File: src/rtl/vcdv_pkg.sv
// vcdv_pkg: shared types, constants and table functions for the VIN check-digit validator.
// Used by vcdv_char_map, vcdv_accum and vin_check_digit_validator; no dependencies.
package vcdv_pkg;

    localparam int unsigned CHAR_W    = 8;
    localparam int unsigned VALUE_W   = 4;
    localparam int unsigned POS_W     = 5;
    localparam int unsigned RES_W     = 4;

    localparam logic [POS_W-1:0]  VIN_LEN     = POS_W'(17);
    localparam logic [POS_W-1:0]  CHECK_POS   = POS_W'(8);
    localparam logic [RES_W-1:0]  CHECK_TEN   = RES_W'(10);
    localparam logic [CHAR_W-1:0] CHAR_X      = 8'h58;
    localparam logic [CHAR_W-1:0] CHAR_ZERO   = 8'h30;
    localparam logic [CHAR_W-1:0] CHAR_NINE   = 8'h39;
    localparam logic [CHAR_W-1:0] CHAR_UA     = 8'h41;
    localparam logic [CHAR_W-1:0] CHAR_UZ     = 8'h5A;
    localparam logic [CHAR_W-1:0] CHAR_LA     = 8'h61;
    localparam logic [CHAR_W-1:0] CHAR_LZ     = 8'h7A;
    localparam logic [CHAR_W-1:0] CASE_OFFSET = 8'h20;

    // x / 11 for x <= 100 as (x * 187) >> 11
    localparam logic [7:0] MOD11_RECIP = 8'd187;
    localparam int unsigned MOD11_SHIFT = 11;
    localparam logic [6:0] MODULUS = 7'd11;

    typedef struct packed {
        logic [CHAR_W-1:0]  upper;
        logic [VALUE_W-1:0] value;
        logic               ok;
    } t_char_info;

    typedef struct packed {
        logic               check_ok;
        logic [RES_W-1:0]   expected_check;
        logic               length_error;
        logic               bad_character;
    } t_result;

    // transliteration of A..Z by letter index; ok is low for I, O and Q
    function automatic logic [VALUE_W:0] letter_value(input logic [4:0] k);
        logic [VALUE_W:0] v;
        begin
            case (k)
                5'd0:  v = {1'b1, 4'd1};
                5'd1:  v = {1'b1, 4'd2};
                5'd2:  v = {1'b1, 4'd3};
                5'd3:  v = {1'b1, 4'd4};
                5'd4:  v = {1'b1, 4'd5};
                5'd5:  v = {1'b1, 4'd6};
                5'd6:  v = {1'b1, 4'd7};
                5'd7:  v = {1'b1, 4'd8};
                5'd8:  v = {1'b0, 4'd0};
                5'd9:  v = {1'b1, 4'd1};
                5'd10: v = {1'b1, 4'd2};
                5'd11: v = {1'b1, 4'd3};
                5'd12: v = {1'b1, 4'd4};
                5'd13: v = {1'b1, 4'd5};
                5'd14: v = {1'b0, 4'd0};
                5'd15: v = {1'b1, 4'd7};
                5'd16: v = {1'b0, 4'd0};
                5'd17: v = {1'b1, 4'd9};
                5'd18: v = {1'b1, 4'd2};
                5'd19: v = {1'b1, 4'd3};
                5'd20: v = {1'b1, 4'd4};
                5'd21: v = {1'b1, 4'd5};
                5'd22: v = {1'b1, 4'd6};
                5'd23: v = {1'b1, 4'd7};
                5'd24: v = {1'b1, 4'd8};
                5'd25: v = {1'b1, 4'd9};
                default: v = {1'b0, 4'd0};
            endcase
            return v;
        end
    endfunction

    function automatic logic [3:0] pos_weight(input logic [POS_W-1:0] pos);
        logic [3:0] w;
        begin
            case (pos)
                5'd0:  w = 4'd8;
                5'd1:  w = 4'd7;
                5'd2:  w = 4'd6;
                5'd3:  w = 4'd5;
                5'd4:  w = 4'd4;
                5'd5:  w = 4'd3;
                5'd6:  w = 4'd2;
                5'd7:  w = 4'd10;
                5'd9:  w = 4'd9;
                5'd10: w = 4'd8;
                5'd11: w = 4'd7;
                5'd12: w = 4'd6;
                5'd13: w = 4'd5;
                5'd14: w = 4'd4;
                5'd15: w = 4'd3;
                5'd16: w = 4'd2;
                default: w = 4'd0;
            endcase
            return w;
        end
    endfunction

    // remainder by 11 for x in 0..100
    function automatic logic [RES_W-1:0] mod11(input logic [6:0] x);
        logic [14:0] prod;
        logic [3:0]  q;
        logic [6:0]  r;
        begin
            prod = 15'(x) * 15'(MOD11_RECIP);
            q    = prod[14:MOD11_SHIFT];
            r    = x - 7'(q * MODULUS);
            return r[RES_W-1:0];
        end
    endfunction

endpackage

File: src/rtl/vcdv_char_map.sv
// vcdv_char_map: upper-cases one ASCII byte and maps it to its VIN value.
// Depends on vcdv_pkg.
module vcdv_char_map (
    input  logic [vcdv_pkg::CHAR_W-1:0] i_char,
    output vcdv_pkg::t_char_info        o_info
);

    logic [vcdv_pkg::CHAR_W-1:0]  upper;
    logic [vcdv_pkg::CHAR_W-1:0]  letter_idx;
    logic [vcdv_pkg::VALUE_W:0]   letter;

    always_comb begin
        if (i_char >= vcdv_pkg::CHAR_LA && i_char <= vcdv_pkg::CHAR_LZ) begin
            upper = i_char - vcdv_pkg::CASE_OFFSET;
        end else begin
            upper = i_char;
        end
        letter_idx = upper - vcdv_pkg::CHAR_UA;
        letter     = vcdv_pkg::letter_value(letter_idx[4:0]);

        o_info.upper = upper;
        if (upper >= vcdv_pkg::CHAR_ZERO && upper <= vcdv_pkg::CHAR_NINE) begin
            o_info.value = letter_idx[3:0] + 4'(vcdv_pkg::CHAR_UA - vcdv_pkg::CHAR_ZERO);
            o_info.ok    = 1'b1;
        end else if (upper >= vcdv_pkg::CHAR_UA && upper <= vcdv_pkg::CHAR_UZ) begin
            o_info.value = letter[vcdv_pkg::VALUE_W-1:0];
            o_info.ok    = letter[vcdv_pkg::VALUE_W];
        end else begin
            o_info.value = '0;
            o_info.ok    = 1'b0;
        end
    end

endmodule

File: src/rtl/vcdv_accum.sv
// vcdv_accum: per-VIN running state (position, mod-11 residue, check char, flags)
// and the result word built on the last character. Depends on vcdv_pkg.
module vcdv_accum (
    input  logic                  i_clk,
    input  logic                  i_rst_n,
    input  logic                  i_fire,
    input  logic                  i_last,
    input  vcdv_pkg::t_char_info  i_info,
    output vcdv_pkg::t_result     o_result
);

    logic [vcdv_pkg::POS_W-1:0]  r_pos,   n_pos;
    logic [vcdv_pkg::RES_W-1:0]  r_sum,   n_sum;
    logic [vcdv_pkg::CHAR_W-1:0] r_given, n_given;
    logic                        r_bad,   n_bad;
    logic                        r_long,  n_long;

    logic [7:0]                  term;
    logic [vcdv_pkg::CHAR_W-1:0] exp_char;
    logic                        len_err;

    // step of the model with the current character
    always_comb begin
        n_pos   = r_pos;
        n_sum   = r_sum;
        n_given = r_given;
        n_bad   = r_bad | ~i_info.ok;
        n_long  = r_long;
        term    = i_info.value * vcdv_pkg::pos_weight(r_pos);
        if (r_pos < vcdv_pkg::VIN_LEN) begin
            if (r_pos == vcdv_pkg::CHECK_POS) begin
                n_given = i_info.upper;
            end else begin
                n_sum = vcdv_pkg::mod11(7'(term) + 7'(r_sum));
            end
            n_pos = r_pos + 1'b1;
        end else begin
            n_long = 1'b1;
        end
    end

    always_comb begin
        if (n_sum == vcdv_pkg::CHECK_TEN) begin
            exp_char = vcdv_pkg::CHAR_X;
        end else begin
            exp_char = vcdv_pkg::CHAR_ZERO + 8'(n_sum);
        end
        len_err                 = n_long | (n_pos != vcdv_pkg::VIN_LEN);
        o_result.check_ok       = ~len_err & ~n_bad & (n_given == exp_char);
        o_result.expected_check = n_sum;
        o_result.length_error   = len_err;
        o_result.bad_character  = n_bad;
    end

    always_ff @(posedge i_clk) begin
        if (!i_rst_n) begin
            r_pos   <= '0;
            r_sum   <= '0;
            r_given <= '0;
            r_bad   <= 1'b0;
            r_long  <= 1'b0;
        end else if (i_fire) begin
            if (i_last) begin
                r_pos   <= '0;
                r_sum   <= '0;
                r_given <= '0;
                r_bad   <= 1'b0;
                r_long  <= 1'b0;
            end else begin
                r_pos   <= n_pos;
                r_sum   <= n_sum;
                r_given <= n_given;
                r_bad   <= n_bad;
                r_long  <= n_long;
            end
        end
    end

endmodule

File: src/rtl/vin_check_digit_validator.sv
// vin_check_digit_validator: top level with input register, character map,
// accumulator and result register. Depends on vcdv_pkg, vcdv_char_map, vcdv_accum.
//
// Takes a VIN one character beat per cycle and, on the beat flagged last, returns one
// result beat: expected mod-11 check value (10 stands for X), length and character
// error flags, and an overall check_ok. Sustained rate is one character per cycle,
// set by the combinational residue update (weight multiply plus mod-11 reduction)
// between the input register and the state registers; a result is loaded into the result
// register as its last character leaves the input register. The result register
// holds a result while the downstream side stalls; only a further last beat waits
// for it to drain, ordinary characters keep flowing.
module vin_check_digit_validator (
    input  logic                        i_clk,
    input  logic                        i_rst_n,
    input  logic                        i_valid,
    output logic                        o_ready,
    input  logic [vcdv_pkg::CHAR_W-1:0] i_char_code,
    input  logic                        i_last_char,
    output logic                        o_valid,
    input  logic                        i_ready,
    output logic                        o_check_ok,
    output logic [vcdv_pkg::RES_W-1:0]  o_expected_check,
    output logic                        o_length_error,
    output logic                        o_bad_character
);

    logic                        r_in_valid, n_in_valid;
    logic [vcdv_pkg::CHAR_W-1:0] r_char;
    logic                        r_last;
    logic                        r_out_valid, n_out_valid;
    vcdv_pkg::t_result           r_result;

    vcdv_pkg::t_char_info        info;
    vcdv_pkg::t_result           result;
    logic                        fire;
    logic                        load_out;

    // a last beat needs a free result slot, other beats always advance
    assign fire     = r_in_valid & (~r_last | ~r_out_valid | i_ready);
    assign load_out = fire & r_last;
    assign o_ready  = ~r_in_valid | fire;

    assign n_in_valid  = (i_valid & o_ready) | (r_in_valid & ~fire);
    assign n_out_valid = load_out | (r_out_valid & ~i_ready);

    vcdv_char_map u_char_map (
        .i_char (r_char),
        .o_info (info)
    );

    vcdv_accum u_accum (
        .i_clk    (i_clk),
        .i_rst_n  (i_rst_n),
        .i_fire   (fire),
        .i_last   (r_last),
        .i_info   (info),
        .o_result (result)
    );

    always_ff @(posedge i_clk) begin
        if (!i_rst_n) begin
            r_in_valid  <= 1'b0;
            r_out_valid <= 1'b0;
        end else begin
            r_in_valid  <= n_in_valid;
            r_out_valid <= n_out_valid;
        end
    end

    always_ff @(posedge i_clk) begin
        if (i_valid && o_ready) begin
            r_char <= i_char_code;
            r_last <= i_last_char;
        end
        if (load_out) begin
            r_result <= result;
        end
    end

    assign o_valid          = r_out_valid;
    assign o_check_ok       = r_result.check_ok;
    assign o_expected_check = r_result.expected_check;
    assign o_length_error   = r_result.length_error;
    assign o_bad_character  = r_result.bad_character;

    a_ok_consistent: assert property (@(posedge i_clk) disable iff (!i_rst_n)
        o_valid |-> !(o_check_ok && (o_length_error || o_bad_character)))
        else $error("check_ok set together with an error flag");

    a_residue_range: assert property (@(posedge i_clk) disable iff (!i_rst_n)
        o_valid |-> (o_expected_check <= vcdv_pkg::CHECK_TEN))
        else $error("expected_check out of range");

    a_stall_only_last: assert property (@(posedge i_clk) disable iff (!i_rst_n)
        (r_in_valid && !o_ready) |-> (r_last && r_out_valid))
        else $error("input stalled on a beat that should advance");

    a_result_load: assert property (@(posedge i_clk) disable iff (!i_rst_n)
        (r_out_valid && !i_ready) |=> (r_out_valid && $stable(r_result)))
        else $error("held result changed");

endmodule

File: config.mk
export PLATFORM = sky130hd
export DESIGN_NAME = vin_check_digit_validator
export DESIGN_NICKNAME = d
export VERILOG_FILES = /design/src/rtl/vcdv_pkg.sv /design/src/rtl/vcdv_char_map.sv /design/src/rtl/vcdv_accum.sv /design/src/rtl/vin_check_digit_validator.sv
export SDC_FILE = /design/constraint.sdc
export NUM_CORES = 1
export LEC_CHECK = 0
export ABC_AREA = 1
export BUFFER_PORTS_ARGS = -buffer_cell sky130_fd_sc_hd__buf_2
export CAP_MARGIN = 15
export CORE_MARGIN = 4
export CORE_UTILIZATION = 39
export CTS_CLUSTER_SIZE = 20
export DETAILED_ROUTE_END_ITERATION = 10
export HOLD_SLACK_MARGIN = 0.03
export PLACE_DENSITY = 0.6
export SYNTH_ARGS = -nofsm -noshare
export SYNTH_HDL_FRONTEND = slang
export SYNTH_SLANG_ARGS = --single-unit
File: constraint.sdc
create_clock -name i_clk -period 11.7 [get_ports i_clk]
set_input_delay 0.585 -clock i_clk [delete_from_list [all_inputs] [get_ports i_clk]]
set_output_delay 0.585 -clock i_clk [all_outputs]
set_load 0.1 [all_outputs]
# Word level (Yosys, flattened, before mapping)
# Memories as Yosys holds them, arrays and structs flattened. A register that Yosys moved wholly into a read port is not among the register bits.
# Cells that the tools add are included.
# classes
n_addsub,7
mul,3
order_cmp,7
n_eq_ne,4
mux,17
bitwise,22
reduce_logical,4
# op_table
op,n
8-bit 2-to-1 mux,5
5-bit 2-to-1 mux,6
8-bit by 7-bit >= comparator with 1-bit output (second input constant),2
8-bit by 7-bit <= comparator with 1-bit output (second input constant),2
7-bit by 8-bit multiplier with 15-bit output (second input constant),1
4-bit 2-to-1 mux,3
8-bit equality test,1
8-bit by 6-bit >= comparator with 1-bit output (second input constant),1
8-bit by 6-bit <= comparator with 1-bit output (second input constant),1
1-bit inverter,8
8-bit by 6-bit subtractor with 8-bit output (second input constant),1
6-bit by 4-bit adder with 7-bit output (first input constant),1
7-bit by 4-bit adder with 7-bit output,1
1-bit AND,7
4-bit by 4-bit multiplier with 7-bit output,1
1-bit OR,7
5-bit by 1-bit adder with 5-bit output (second input constant),1
5-bit by 4-bit equality test with 1-bit output (second input constant),1
5-bit < comparator (second input constant),1
5-bit != test (second input constant),1
5-bit by 1-bit subtractor with 5-bit output (second input constant),1
4-bit by 1-bit adder with 4-bit output (second input constant),1
4-bit equality test (second input constant),1
1-bit logical AND,4
3 further kinds,5
# totals
reg_bits,37
romBits,288
memories,2
# memory_table
name,words,width,rd,rd_ports_with_merged_regs,write_ports,line_no,rtl
(no name shown),32,5,1,0,0,vcdv_pkg.sv:44,case (k)
(no name shown),32,4,1,1,0,vcdv_pkg.sv:80,case (pos)

# Logic depth before layout (Yosys ltp)
# logic_depth
word_depth,18
mapped_depth,61

# Cells and area by module
# From an unflattened synthesis, not the netlist that was laid out.
# unflattened
cells_unflattened,637
hier_area_um2,4757.1
# modules_own_cells
module,instances,cells_per_inst,area_per_inst_um2,seq_area_each_um2
vcdv_accum,1,483,3478.3,460.4
vcdv_char_map,1,120,679.4,0.0
vin_check_digit_validator,1,34,599.3,520.5

# Least setup slack after synthesis
# Ideal clock, no wire load.
# synth_path
kind,flip-flop to flip-flop
start,register r_char[0] (netlist name)
end,"register r_result, in the netlist o_check_ok, data pin"
arrival_ps,9752
t_required_ps,11449
path_slack_ps,1697
path_stages_with_launch,50
n_path_buf,0
synth_period_minus_slack_ps,10003
cell_sequence,edfxtp_1 > inv_1 > ha_1 > nand3_1 > nor3_1 > a21oi_2 > nand4_1 > nand2_1 > nor3_4 > o211ai_1 > o21ai_0 > nand2_1 > fa_1 > fa_1 > fa_1 > inv_1 > ha_1 > a21oi_1 > [... 14 more ...] > a21oi_1 > o21ai_0 > nand2_1 > nand3_1 > xor2_1 > inv_1 > ha_1 > fa_1 > inv_1 > fa_1 > xor2_1 > nand2_1 > o21ai_0 > inv_1 > nor3b_1 > nand4_1 > nand2_1 > nor2_1
# synth_rtl
item,line_no,rtl
"start, declared",vin_check_digit_validator.sv:28,logic [vcdv_pkg::CHAR_W-1:0] r_char;
"start signal, assigned",vin_check_digit_validator.sv:72,r_char <= i_char_code;
"end signal, assigned",vin_check_digit_validator.sv:76,r_result <= result;
"end, declared",vin_check_digit_validator.sv:31,vcdv_pkg::t_result r_result;

==> results.json <==
{
  "tightest_slew_ns": 0.7738,
  "setup_tns_ns": 0,
  "cts_hold_buf": 0,
  "hold_class": "register to register",
  "fmax_mhz": 93.10,
  "synth.area.top_cells": "ha_1, nand2_1, dfxtp_1",
  "nets": 739,
  "syn_avg_cell_area_sq_um": 7.411,
  "maxCapViolCount": 0,
  "die_h_um": 115.6,
  "core-area_sq_um": 11370,
  "cellLeakagePower_nw": 2.608,
  "ios": 22,
  "worstPathArrival_ns": 10.88,
  "viasPerCell": 4.925,
  "cp-end-kind": "register",
  "worst_hold_slack_ns": 0.4513,
  "std_cell_rows": 39,
  "port_buffers": 21,
  "setup_violations": 0,
  "multi_input_area_sq_um": 3025,
  "drt_wl_total_um": 9760,
  "drt_pass1_iterations": 5,
  "cts_max_level": 2,
  "synth-edff-count": 16,
  "die_width_um": 115.6,
  "path_clk_slew_ns": 0.06,
  "syn_nets": 714,
  "cts_tree": "yes",
  "fin_crit_sh": 0.9181,
  "grt_max_degree": 17,
  "clk_latency_ns": 0.28,
  "fin_worst_skew_ns": 0.005223,
  "drive_above_1_share": 0.09921,
  "synth_ff_type": "dfxtp_1",
  "die_area_sq_um": 13360,
  "drt_iter0_drc": 163,
  "slowest_stage": "fa_1",
  "gp_congestion": 0.8511,
  "ys_seq_elements": 41,
  "async_flop_share": 0,
  "critical-path-max-stage-delay_ns": 0.58,
  "postLayoutCoreUtil": 0.4368,
  "seq_area_frac_synth": 0.2174,
  "rsz0062_at_grt": "false",
  "yosysMostFrequentCell": "nand2_1",
  "grt_pass1_vias": 3790,
  "grt_overflow": 0,
  "yosysTopAreaCellShare": 0.1885,
  "area_growth_pct": 10.04,
  "status": "completed",
  "worst_ir_drop_vdd_uv": 98.75,
  "synthCells": 609,
  "nFillCells": 1139,
  "grt_pass1_wl_um": 16930,
  "place_hpwl_um": 8136,
  "period_minus_slack_ns": 10.74,
  "critical_path_class": "register to register",
  "ys_warn_count": 0,
  "numCtsBuffers": 5,
  "drv_slew": 0,
  "synthesis.area_sq_um": 4513,
  "totalPowerFinal_mw": 0.5104,
  "start_kind": "register",
  "slew_headroom": 0.4842,
  "area.sequential_sq_um": 980.9,
  "track_usage": 0.1542,
  "synth_common_cells": "nand2_1, inv_1, ha_1, nor2_1, a21oi_1",
  "antenna_cells": 0,
  "hold_viol": 0,
  "cts_root_buffer": "clkbuf_16",
  "worstPathMaxFanout": 9,
  "initial_utilization": 0.3969,
  "drc": 0,
  "ant_nets": 0,
  "yosysUniqueCellTypes": 41,
  "power.density_nw_per_um2": 102.8,
  "drt-wirelength-per-cell_um": 12.54,
  "synth_largest_area_cell": "ha_1",
  "vias": 3832,
  "cts_buffer_depth": 2,
  "antenna_found_initial": 0,
  "cp.required_ns": 11.84,
  "cts.sinks": 41
}
==> repair_timing <==
| item | in CTS | in global routing |
|---|---|---|
| gates resized for setup | 0 | 1 |
| endpoints found under the setup margin | 0 | 1 |
| buffers inserted | 0 | 0 |
==> layout make-up <==
cell class,count,area share
multi-input combinational,433,0.6092
sequential,41,0.1975
inverter,131,0.09902
tap,143,0.03603
clock buffer,6,0.02797
timing repair buffer,22,0.02268
clock inverter,2,0.007559
==> layer usage <==
metal / vias up / routed length (um) / global-route usage
met5: - / 0 / 0
met4: 0 / 151 / 0.05321
met3: 14 / 300 / 0.01984
met2: 78 / 4669 / 0.2631
met1: 1738 / 4639 / 0.2014
li1: 2002 / - / -
==> flip-flops by register name, summed over array words and instances, names as in the netlist, named ones only <==
name	count
r_char	8
u_accum.r_given	8
u_accum.r_pos	5
o_expected_check	4
u_accum.r_sum	4
o_bad_character	1
o_check_ok	1
o_length_error	1
o_valid	1
r_in_valid	1
r_last	1
u_accum.r_bad	1
u_accum.r_long	1
==> per-stage QoR <==
step	area [sq um]	setup WS (ns)	instances
after global routing	4966	0.02605	778
after floorplan	4513	1.697	609
after CTS	4966	0.7997	778
final	4966	0.9587	778
after global placement	4790	1.123	770
after detailed placement	4790	0.8201	770
==> worst max-delay path: cells and delay by family, from the launching register on <==
| family | cells | cell delay [ns] |
|---|---|---|
| flops | 1 | 0.51 |
| xor+xnor | 3 | 0.53 |
| simple gates | 19 | 2.09 |
| fa+ha+maj | 13 | 5.62 |
| compound gates | 9 | 1.22 |
| buf+inv | 7 | 0.60 |
==> final timing paths <==
path / slack, ns / cells after the start / endpoint / from
worst max-delay path: 0.96 / 51 / o_check_ok / r_char[0]
worst min-delay path: 0.45 / 2 / u_accum.r_bad / u_accum.r_bad
worst max register to register: 0.96 / 51 / o_check_ok / r_char[0]
worst min register to register: 0.45 / 2 / u_accum.r_bad / u_accum.r_bad
==> kinds of logic (layout without fill, tap and decap cells) <==
group           Yosys count  after routing  share of synthesized area
compound gates           84             84                     0.1067
xor+xnor                 15             15                    0.02911
flops                    41             41                     0.2174
fa+ha+maj                92             92                     0.2950
buf+inv                 135            161                     0.1123
simple gates            242            242                     0.2395
==> report_power, final <==
| group | switching, mW | leakage (nW) | internal [mW] | total (mW) |
|---|---|---|---|---|
| clock network | 0.0555 | 0.0831 | 0.106 | 0.162 |
| logic | 0.121 | 2.17 | 0.0645 | 0.186 |
| registers | 0.00518 | 0.350 | 0.157 | 0.162 |
| total | 0.182 | 2.61 | 0.328 | 0.510 |
==> cells in the final DEF, fill, tap and decap left out, types with 12 or more instances in the layout <==
cell / count
edfxtp_1: 16
inv_1: 122
dfxtp_1: 25
nand3_1: 30
ha_1: 68
o21ai_0: 26
a21oi_1: 31
nor2_1: 36
xor2_1: 12
fa_1: 24
nand2_1: 134
buf_2: 21
No activity file was read; power rests on OpenSTA's default activity.
